--- config.mk ---
export PLATFORM = sky130hd
export DESIGN_NAME = sorted_min_priority_queue_flat
export DESIGN_NICKNAME = d
export VERILOG_FILES = /design/src/hw/rtl/smpq_pkg.sv /design/src/hw/rtl/smpq_if.sv /design/src/hw/rtl/sorted_min_priority_queue.sv /design/src/hw/rtl/smpq_cell.sv /design/src/flat_wrapper.sv
export SDC_FILE = /design/constraint.sdc
export NUM_CORES = 2
export LEC_CHECK = 0
export BUFFER_PORTS_ARGS = -buffer_cell sky130_fd_sc_hd__buf_4
export CAP_MARGIN = 20
export CORE_MARGIN = 5
export CORE_UTILIZATION = 54
export CTS_CLUSTER_SIZE = 8
export DETAILED_ROUTE_END_ITERATION = 8
export GPL_ROUTABILITY_DRIVEN = 0
export PLACE_DENSITY_LB_ADDON = 0.25
export SLEW_MARGIN = 20
export SYNTH_ARGS = -nofsm -noshare
export SYNTH_HDL_FRONTEND = slang
export SYNTH_HIERARCHICAL = 1
export SYNTH_SLANG_ARGS = --single-unit
export TNS_END_PERCENT = 100
--- constraint.sdc ---
create_clock -name clk_i -period 3.8 [get_ports clk_i]
set_input_delay 0.19 -clock clk_i [delete_from_list [all_inputs] [get_ports clk_i]]
set_output_delay 0.19 -clock clk_i [all_outputs]
set_load 0.01 [all_outputs]
--- src/hw/rtl/smpq_pkg.sv ---
// ----------------------------------------------------------------------------
// smpq_pkg: shared types and constants of the sorted min priority queue
// Opcode codes, field widths, default capacity and the command that the
// top level broadcasts to every storage cell.
// ----------------------------------------------------------------------------
`default_nettype none

package smpq_pkg;

  localparam int CAPACITY = 16;   // default number of stored values
  localparam int VALUE_W  = 32;   // width of a stored value
  localparam int COUNT_W  = 5;    // width of the count field in a result

  typedef enum logic [0:0] {
    OP_ENQ = 1'b0,
    OP_DEQ = 1'b1
  } op_e;

  // Broadcast to all cells in the cycle an item is carried out.
  typedef struct packed {
    logic                      ins;    // insert value in order
    logic                      del;    // drop the front value
    logic signed [VALUE_W-1:0] value;  // value being inserted
  } cell_cmd_t;

endpackage

`default_nettype wire

--- src/hw/rtl/smpq_if.sv ---
// ----------------------------------------------------------------------------
// smpq_if: channel interfaces of the sorted min priority queue
// Request channel (opcode, value) and response channel (status, front, count),
// both with valid/ready; a transfer happens when both are high at a clock edge.
// ----------------------------------------------------------------------------
`default_nettype none

interface smpq_req_if;
  logic                                valid;
  logic                                ready;
  smpq_pkg::op_e                       opcode;
  logic signed [smpq_pkg::VALUE_W-1:0] value;

  modport source (output valid, output opcode, output value, input ready);
  modport sink   (input valid, input opcode, input value, output ready);
endinterface

interface smpq_rsp_if;
  logic                                valid;
  logic                                ready;
  logic                                done_res;
  logic                                is_empty;
  logic signed [smpq_pkg::VALUE_W-1:0] front_value;
  logic        [smpq_pkg::COUNT_W-1:0] count;

  modport source (output valid, output done_res, output is_empty, output front_value,
                  output count, input ready);
  modport sink   (input valid, input done_res, input is_empty, input front_value,
                  input count, output ready);
endinterface

`default_nettype wire

--- src/hw/rtl/sorted_min_priority_queue.sv ---
// ----------------------------------------------------------------------------
// sorted_min_priority_queue: minimum-first queue of signed 32-bit values
// Linear array of cells kept in ascending order, one operation per cycle while the response side does not stall.
// ----------------------------------------------------------------------------
// Usage:
//   req_i  : opcode OP_ENQ inserts value ahead of the first stored value that
//            is greater or equal; OP_DEQ drops the smallest value.
//   rsp_o  : one transfer per request: done_res (0 on dequeue when empty or
//            enqueue when full, state unchanged), is_empty, front_value
//            (0 when empty) and count (low 5 bits of the stored count).
// Latency: the response is valid in the cycle after the request transfer.
// Throughput: one request per cycle unless the response side stalls. Every
//   cell compares its value with the broadcast one in parallel and updates
//   at once, so the cell compare plus the front-value select set the cycle.
// Stall: the response sits in an output register; req_i.ready stays high
//   while that register is empty or being taken, and drops while the sink
//   holds rsp_o.ready low with a response pending.
// Reset: rst_ni (async, active low) empties the queue and clears the pending
//   response. Cell contents are not reset; the count alone marks live cells.
// ----------------------------------------------------------------------------
`default_nettype none

module sorted_min_priority_queue #(
  parameter int Capacity = smpq_pkg::CAPACITY
) (
  input  wire logic   clk_i,
  input  wire logic   rst_ni,
  smpq_req_if.sink    req_i,
  smpq_rsp_if.source  rsp_o
);

  localparam int CntW = $clog2(Capacity + 1);
  localparam int VW   = smpq_pkg::VALUE_W;
  localparam int OutW = smpq_pkg::COUNT_W;

  // ---- queue occupancy ----
  logic [CntW-1:0] count_q, count_d;
  logic            full, empty, accept;
  smpq_pkg::cell_cmd_t cmd;

  assign full   = (count_q == CntW'(Capacity));
  assign empty  = (count_q == '0);
  assign accept = req_i.valid && req_i.ready;

  // Only a request that is actually carried out moves the cells.
  assign cmd.ins   = accept && (req_i.opcode == smpq_pkg::OP_ENQ) && !full;
  assign cmd.del   = accept && (req_i.opcode == smpq_pkg::OP_DEQ) && !empty;
  assign cmd.value = req_i.value;

  assign count_d = count_q + CntW'(cmd.ins) - CntW'(cmd.del);

  // ---- cell chain ----
  // Cell 0 holds the smallest value. On insert, cells below the new value keep
  // theirs, the first other cell takes the new value, the rest shift right.
  // On delete everything shifts left by one.
  logic signed [VW-1:0] cell_val   [Capacity];
  logic signed [VW-1:0] cell_val_d [Capacity];
  logic                 cell_lt    [Capacity];
  logic                 cell_occ   [Capacity];

  for (genvar i = 0; i < Capacity; i++) begin : g_cell
    logic                 left_lt;
    logic signed [VW-1:0] left_val, right_val;

    assign cell_occ[i] = (CntW'(i) < count_q);

    if (i == 0) begin : g_head
      // nothing to the left: a non-keeping head cell always takes the new value
      assign left_lt  = 1'b1;
      assign left_val = '0;
    end else begin : g_body
      assign left_lt  = cell_lt[i-1];
      assign left_val = cell_val[i-1];
    end

    if (i == Capacity - 1) begin : g_tail
      assign right_val = '0;   // becomes a dead cell after a delete
    end else begin : g_inner
      assign right_val = cell_val[i+1];
    end

    smpq_cell u_cell (
      .clk_i       (clk_i),
      .cmd_i       (cmd),
      .occ_i       (cell_occ[i]),
      .left_lt_i   (left_lt),
      .left_val_i  (left_val),
      .right_val_i (right_val),
      .lt_o        (cell_lt[i]),
      .val_o       (cell_val[i]),
      .val_d_o     (cell_val_d[i])
    );
  end

  // ---- response register ----
  logic                 rsp_valid_q;
  logic                 done_q, empty_q;
  logic signed [VW-1:0] front_q;
  logic [OutW-1:0]      cnt_q;
  logic [CntW+OutW-1:0] cnt_ext;   // zero-extended so the low bits always exist

  assign cnt_ext     = {{OutW{1'b0}}, count_d};
  assign req_i.ready = !rsp_valid_q || rsp_o.ready;

  always_ff @(posedge clk_i or negedge rst_ni) begin
    if (!rst_ni) begin
      count_q     <= '0;
      rsp_valid_q <= 1'b0;
    end else begin
      count_q <= count_d;
      if (accept) begin
        rsp_valid_q <= 1'b1;
      end else if (rsp_o.ready) begin
        rsp_valid_q <= 1'b0;
      end
    end
  end

  always_ff @(posedge clk_i) begin
    if (accept) begin
      done_q  <= cmd.ins || cmd.del;
      empty_q <= (count_d == '0);
      front_q <= (count_d == '0) ? '0 : cell_val_d[0];
      cnt_q   <= cnt_ext[OutW-1:0];
    end
  end

  assign rsp_o.valid       = rsp_valid_q;
  assign rsp_o.done_res    = done_q;
  assign rsp_o.is_empty    = empty_q;
  assign rsp_o.front_value = front_q;
  assign rsp_o.count       = cnt_q;

endmodule

`default_nettype wire

--- src/hw/rtl/smpq_cell.sv ---
// ----------------------------------------------------------------------------
// smpq_cell: one storage cell of the sorted queue
// Holds one value, compares it with the broadcast value and either keeps it,
// takes the new value, or takes a neighbor's value (shift right on insert,
// shift left on delete).
// ----------------------------------------------------------------------------
`default_nettype none

module smpq_cell (
  input  wire logic                                clk_i,
  input  wire smpq_pkg::cell_cmd_t                 cmd_i,
  input  wire logic                                occ_i,       // cell holds a live value
  input  wire logic                                left_lt_i,   // left cell stays put on insert
  input  wire logic signed [smpq_pkg::VALUE_W-1:0] left_val_i,
  input  wire logic signed [smpq_pkg::VALUE_W-1:0] right_val_i,
  output logic                                     lt_o,
  output logic signed [smpq_pkg::VALUE_W-1:0]      val_o,
  output logic signed [smpq_pkg::VALUE_W-1:0]      val_d_o
);

  logic signed [smpq_pkg::VALUE_W-1:0] val_q, val_d;

  // live and strictly below the new value: this cell keeps its value
  assign lt_o = occ_i && ($signed(val_q) < $signed(cmd_i.value));

  always_comb begin
    val_d = val_q;
    if (cmd_i.ins) begin
      if (lt_o) begin
        val_d = val_q;
      end else if (left_lt_i) begin
        val_d = cmd_i.value;
      end else begin
        val_d = left_val_i;
      end
    end else if (cmd_i.del) begin
      val_d = right_val_i;
    end
  end

  always_ff @(posedge clk_i) begin
    val_q <= val_d;
  end

  assign val_o   = val_q;
  assign val_d_o = val_d;

endmodule

`default_nettype wire

--- src/flat_wrapper.sv ---
// flat-port wrapper written by rule: the top's interface ports become plain ports
module sorted_min_priority_queue_flat 
#(
  parameter int Capacity = smpq_pkg::CAPACITY
)
  (clk_i, rst_ni, req_i_valid, req_i_opcode, req_i_value, req_i_ready, rsp_o_valid, rsp_o_done_res, rsp_o_is_empty, rsp_o_front_value, rsp_o_count, rsp_o_ready);
  smpq_req_if req_i_i ();
  smpq_rsp_if rsp_o_i ();
  input  wire logic clk_i;
  input  wire logic rst_ni;
  input wire logic [$bits(req_i_i.valid)-1:0] req_i_valid;
  input wire logic [$bits(req_i_i.opcode)-1:0] req_i_opcode;
  input wire logic [$bits(req_i_i.value)-1:0] req_i_value;
  output wire logic [$bits(req_i_i.ready)-1:0] req_i_ready;
  output wire logic [$bits(rsp_o_i.valid)-1:0] rsp_o_valid;
  output wire logic [$bits(rsp_o_i.done_res)-1:0] rsp_o_done_res;
  output wire logic [$bits(rsp_o_i.is_empty)-1:0] rsp_o_is_empty;
  output wire logic [$bits(rsp_o_i.front_value)-1:0] rsp_o_front_value;
  output wire logic [$bits(rsp_o_i.count)-1:0] rsp_o_count;
  input wire logic [$bits(rsp_o_i.ready)-1:0] rsp_o_ready;
  assign req_i_i.valid = req_i_valid;
  assign req_i_i.opcode = req_i_opcode;
  assign req_i_i.value = req_i_value;
  assign req_i_ready = req_i_i.ready;
  assign rsp_o_valid = rsp_o_i.valid;
  assign rsp_o_done_res = rsp_o_i.done_res;
  assign rsp_o_is_empty = rsp_o_i.is_empty;
  assign rsp_o_front_value = rsp_o_i.front_value;
  assign rsp_o_count = rsp_o_i.count;
  assign rsp_o_i.ready = rsp_o_ready;
  sorted_min_priority_queue #(.Capacity(Capacity)) u_core (.clk_i(clk_i), .rst_ni(rst_ni), .req_i(req_i_i), .rsp_o(rsp_o_i));
endmodule
**Word-level counts from Yosys, hierarchy flattened**

Index checks and enable logic that the tools add are counted.

- Input port bits: 37
- Bits in writable memories: 0
- Output and inout bits: 41
- Register bits: 557
- Memory bits (read-only): 0
- Memories: 0
- Word-level logic and storage cells: 183
- Latch bits: 0

- Shift operators: 0
- Reduce and logical (&&, ||, !) cells: 45
- $lt $le $gt $ge: 32
- Add/sub/neg operators: 2
- Bitwise operators: 1
- Equal/unequal tests: 16
- Multiplexer cells: 65
- Divide/modulo/power cells: 0
- Multiply operators: 0

Operators by type and width:

| cell | count |
|---|---|
| 32-bit two-way mux | 63 |
| 32-bit less-than comparator | 16 |
| 4-bit by 5-bit less-than comparator with 1-bit output, first input constant | 8 |
| 2-bit != test, second input constant | 15 |
| 2-bit AND reduction | 15 |
| 1-bit logical AND | 21 |
| 3-bit by 5-bit less-than comparator with 1-bit output, first input constant | 4 |
| 5-bit zero test | 2 |
| 1-bit by 5-bit less-than comparator with 1-bit output, first input constant | 2 |
| 2-bit by 5-bit less-than comparator with 1-bit output, first input constant | 2 |
| 5-bit by 1-bit adder with 5-bit output | 1 |
| 5-bit equality test, second input constant | 1 |
| 5-bit by 1-bit subtractor with 5-bit output | 1 |
| 2-bit nonzero test | 2 |
| 1-bit zero test | 3 |
| 1-bit logical OR | 2 |
| 1-bit two-way mux | 2 |
| 1-bit inverter | 1 |

**Longest topological paths before layout**

- Depth after elaboration: 8
- Depth in mapped cells: 13
- Gate-level depth less buffers: 12

**Hierarchy**

Netlist, hierarchy kept.

By module, submodules not included:

| module | area an instance (µm²) | sequential area each (µm²) | instances | cells an instance |
|---|---|---|---|---|
| smpq_cell | 2,906.5 | 640.6 | 16 | 328 |
| sorted_min_priority_queue | 2,247.2 | 1,321.3 | 1 | 151 |

**Worst setup path before layout**

OpenSTA, ideal clock, no wires.

- Path kind: register to register
- Start: reg u_core.rsp_valid_q, in the netlist u_core/rsp_o.valid
- End: reg u_core.front_q[8], in the netlist u_core/rsp_o.front_value[8] (data pin)
- Setup time: 0.269 ns
- Data arrival time: 3.806 ns
- Path buffers: 1
- Data required time: 3.531 ns
- Stages on the path, launching flop included: 14
- Period minus slack after synthesis: 4.074 ns
- Path slack: -0.274 ns
- Path through: dfrtp_1 > nand2b_1 > nand2_1 > inv_1 > nand2_1 > a21oi_1 > ha_1 > inv_1 > fa_1 > xnor2_2 > nor4b_2 > mux2_4 > buf_6 > a21boi_2

RTL lines:

| element | line | source |
|---|---|---|
| start: declaration | sorted_min_priority_queue.sv:96 | `logic rsp_valid_q;` |
| start signal: assignment | sorted_min_priority_queue.sv:108 | `rsp_valid_q <= 1'b0;` |
| start signal: assignment | sorted_min_priority_queue.sv:112 | `rsp_valid_q <= 1'b1;` |
| start signal: assignment | sorted_min_priority_queue.sv:114 | `rsp_valid_q <= 1'b0;` |
| end signal: assignment | sorted_min_priority_queue.sv:123 | `front_q <= (count_d == '0) ? '0 : cell_val_d[0];` |
| end: declaration | sorted_min_priority_queue.sv:98 | `logic signed [VW-1:0] front_q;` |

**Final worst setup path**

- Start: reg u_core.count_q[3]
- End: reg u_core.front_q[5], in the netlist u_core/rsp_o.front_value[5] (data pin)

- Longest elaborated chain between the ends: 6
- Elaborated cells between the ends (all ways): 14
- Those cells by class: add/sub (2); order compare (1); eq/ne (1); mux (3); reduce/logical (7)

RTL lines:

| element | line | source |
|---|---|---|
| start: declaration | sorted_min_priority_queue.sv:37 | `logic [CntW-1:0] count_q, count_d;` |
| start signal: assignment | sorted_min_priority_queue.sv:110 | `count_q <= count_d;` |
| 5-bit equality test | sorted_min_priority_queue.sv:41 | `assign full = (count_q == CntW'(Capacity));` |
| 1-bit zero test | sorted_min_priority_queue.sv:46 | `assign cmd.ins = accept && (req_i.opcode == smpq_pkg::OP_ENQ) && !full;` |
| 1-bit logical AND | sorted_min_priority_queue.sv:46 |  |
| 5-bit by 1-bit adder with 5-bit output | sorted_min_priority_queue.sv:50 | `assign count_d = count_q + CntW'(cmd.ins) - CntW'(cmd.del);` |
| 5-bit by 1-bit subtractor with 5-bit output * | sorted_min_priority_queue.sv:50 |  |
| via u_core.count_d[2] | sorted_min_priority_queue.sv:37 |  |
| 5-bit zero test * | sorted_min_priority_queue.sv:123 |  |

Mark *: on every way through the listed nets, which the timed path passes. The rest lies on a longest branch.
A chain may end at the register's enable or synchronous reset.

==> flow_metrics.tcl <==
set metrics [dict create \
    holdCritPathClass "in -> reg" \
    fin_tns_setup_ns 0 \
    synthCells 5398 \
    routedWlPerCell_microns 18.1 \
    final_core_util_pct 58.8 \
    clk_pin_slew_worst_paths_ns 0.06 \
    nNetsFinal 5969 \
    worst_pin_slew_ns 1.00 \
    worst-endpoint-arrival_ns 3.87 \
    die_area_sq_um 96400 \
    setup_slack_ns 0.319 \
    cts.sink_count 557 \
    path_max_fanout 20 \
    dp_hpwl_microns 87300 \
    die_w_microns 310 \
    layout_common_cells "inv_1 (1,033), nor2_1 (530), mux2i_1 (512), dfxtp_1 (512), ha_1 (509)" \
    p_leak_nw 25.7 \
    syn_to_final_growth_pct 8.40 \
    clk_latency_ns 0.65 \
    final-hold-violation-count 0 \
    root_buffer "clkbuf_16" \
    numCtsBuffers 79 \
    grt_antenna_before_repair 0 \
    holdPathEnd "u_core/g_cell[3].u_cell/val_o[23]" \
    fin_skew_ns 0.0217 \
    regArea_sq_um 11600 \
    multi_input_area_sq_um 31600 \
    r2r_end "u_core/rsp_o.front_value[5]" \
    ios 78 \
    dr.pass1.iters 5 \
    rsz0062_at_grt "false" \
    grt_max_degree 203 \
    outcome "complete, no violations" \
    drc 0 \
    post_cts_buffers 0 \
    slew_headroom_pct 33.3 \
    rows 110 \
    grt_use_total_pct 24.1 \
    drt-total-wl_microns 120000 \
    grt_pass1_wl_microns 197000 \
    preCtsSetupSlack_ns 0.205 \
    critPathLaunchType "register" \
    avgSynthCellArea_sq_um 9.03 \
    cts_tree "yes" \
    final_common_cell "inv_1" \
    regToRegSetupSlack_ns 0.32 \
    die_h_microns 310 \
    hold_depth 3 \
    grt_pass1_vias 38600 \
    final_layout_size_suffix_gt1_share_pct 17.5 \
    endpoint_kind "register" \
    core_area_sq_um 89900 \
    post-route-period-util_pct 91.6 \
    vias 39200 \
    clk_path_buf_depth 3 \
    layout_min_cycle_time_ns 3.48 \
    yosysWarnings 6 \
    viasPerCell 5.92 \
    setup_viol_count_final 0 \
    cts-resized-gates 0 \
    vdd_ir_drop_max_mv 0.857 \
    maxSlewViolCount 0 \
    cp.required_ns 4.18 \
    drv_cap 0 \
    reg2reg_depth 13 \
    htree_levels 3 \
    worstSetupPathType "reg -> reg" \
    synth_area_sq_um 48700 \
    grt.overflow.total 0 \
    diodes 0 \
    nFillCells 7819 \
    max_freq_mhz 287 \
    ant_nets 0 \
    holdCritStartpoint "req_i_value[23]" \
    p_per_area_nw_per_um2 910 \
    r2r-start "u_core/count_q[3]" \
    start_util_pct 54.2 \
    drt_iter0_markers 2171 \
    io_buffers 77 \
]
through the flow:
step	total power, mW	area (sq um)	instances	hold slack, ns
final	48.1	52800	6620	0.0516
after global routing	51.9	52800	6620	0.0362
after CTS	48.1	52800	6620	0.0113
after detailed placement	41.5	50700	6513	0.00822
after global placement	40.5	50700	6513	0.00725
after floorplan	34.7	49000	5461	-0.106
worst max-delay path: stages, from the launching register on:
cell and delay, ns:
dfrtp_1 0.37, inv_1 0.10, ha_1 0.17, nor3b_1 0.26, buf_4 0.18, a21o_1 0.11, ha_1 0.22, ha_1 0.22
fa_1 0.43, xnor2_2 0.18, nor4_1 0.21, mux2_4 0.44, buf_4 0.24, a21boi_2 0.06
metal layers:
| layer | track usage, % | routed length (microns) | vias up |
|---|---|---|---|
| met5 | 0 | 0 | - |
| met4 | 7.25 | 3470 | 0 |
| met3 | 2.57 | 3830 | 200 |
| met2 | 42.2 | 57100 | 679 |
| met1 | 31.3 | 55200 | 18500 |
| li1 | - | - | 19800 |
worst max-delay path by stage:
stage	start	end	slack [ns]	depth (start not counted)
after floorplan	u_core/rsp_o.valid	u_core/rsp_o.front_value[8]	0.09	13
after global placement	req_i_value[21]	u_core/g_cell[7].u_cell/val_o[0]	0.30	14
after detailed placement	req_i_value[21]	u_core/g_cell[10].u_cell/val_o[0]	0.20	14
after CTS	u_core/count_q[3]	u_core/rsp_o.front_value[2]	0.31	13
after global routing	u_core/count_q[3]	u_core/rsp_o.front_value[5]	0.07	12
final	u_core/count_q[3]	u_core/rsp_o.front_value[5]	0.32	13
power by group:
part / switching [mW] / internal, mW
Clock: 2.77 / 3.74
Sequential: 3.53 / 9.15
Combinational: 16.3 / 12.6
Total: 22.6 / 25.5
flip-flops by register name, summed over array words and instances (netlist names):
| signal | count |
|---|---|
| u_core/g_cell.u_cell/val_o | 512 |
| u_core/rsp_o.valid | 1 |
| u_core/count_q | 5 |
| u_core/rsp_o.is_empty | 1 |
| u_core/rsp_o.count | 5 |
| u_core/rsp_o.front_value | 32 |
| u_core/rsp_o.done_res | 1 |
area by class of cell:
type | count | share of cell area [%]
Tap cell | 1176 | 2.78
Clock inverter | 7 | 0.166
Sequential cell | 557 | 21.9
Multi-Input combinational cell | 3526 | 59.8
Timing Repair Buffer | 223 | 4.09
Inverter | 1035 | 7.37
Clock buffer | 96 | 3.86
repair_timing:
action                                  CTS  global route
hold buffers                              4             0
endpoints found under the setup margin    0             0
endpoints found under the hold margin     7             0
No activity file was read; power rests on OpenSTA's default activity.
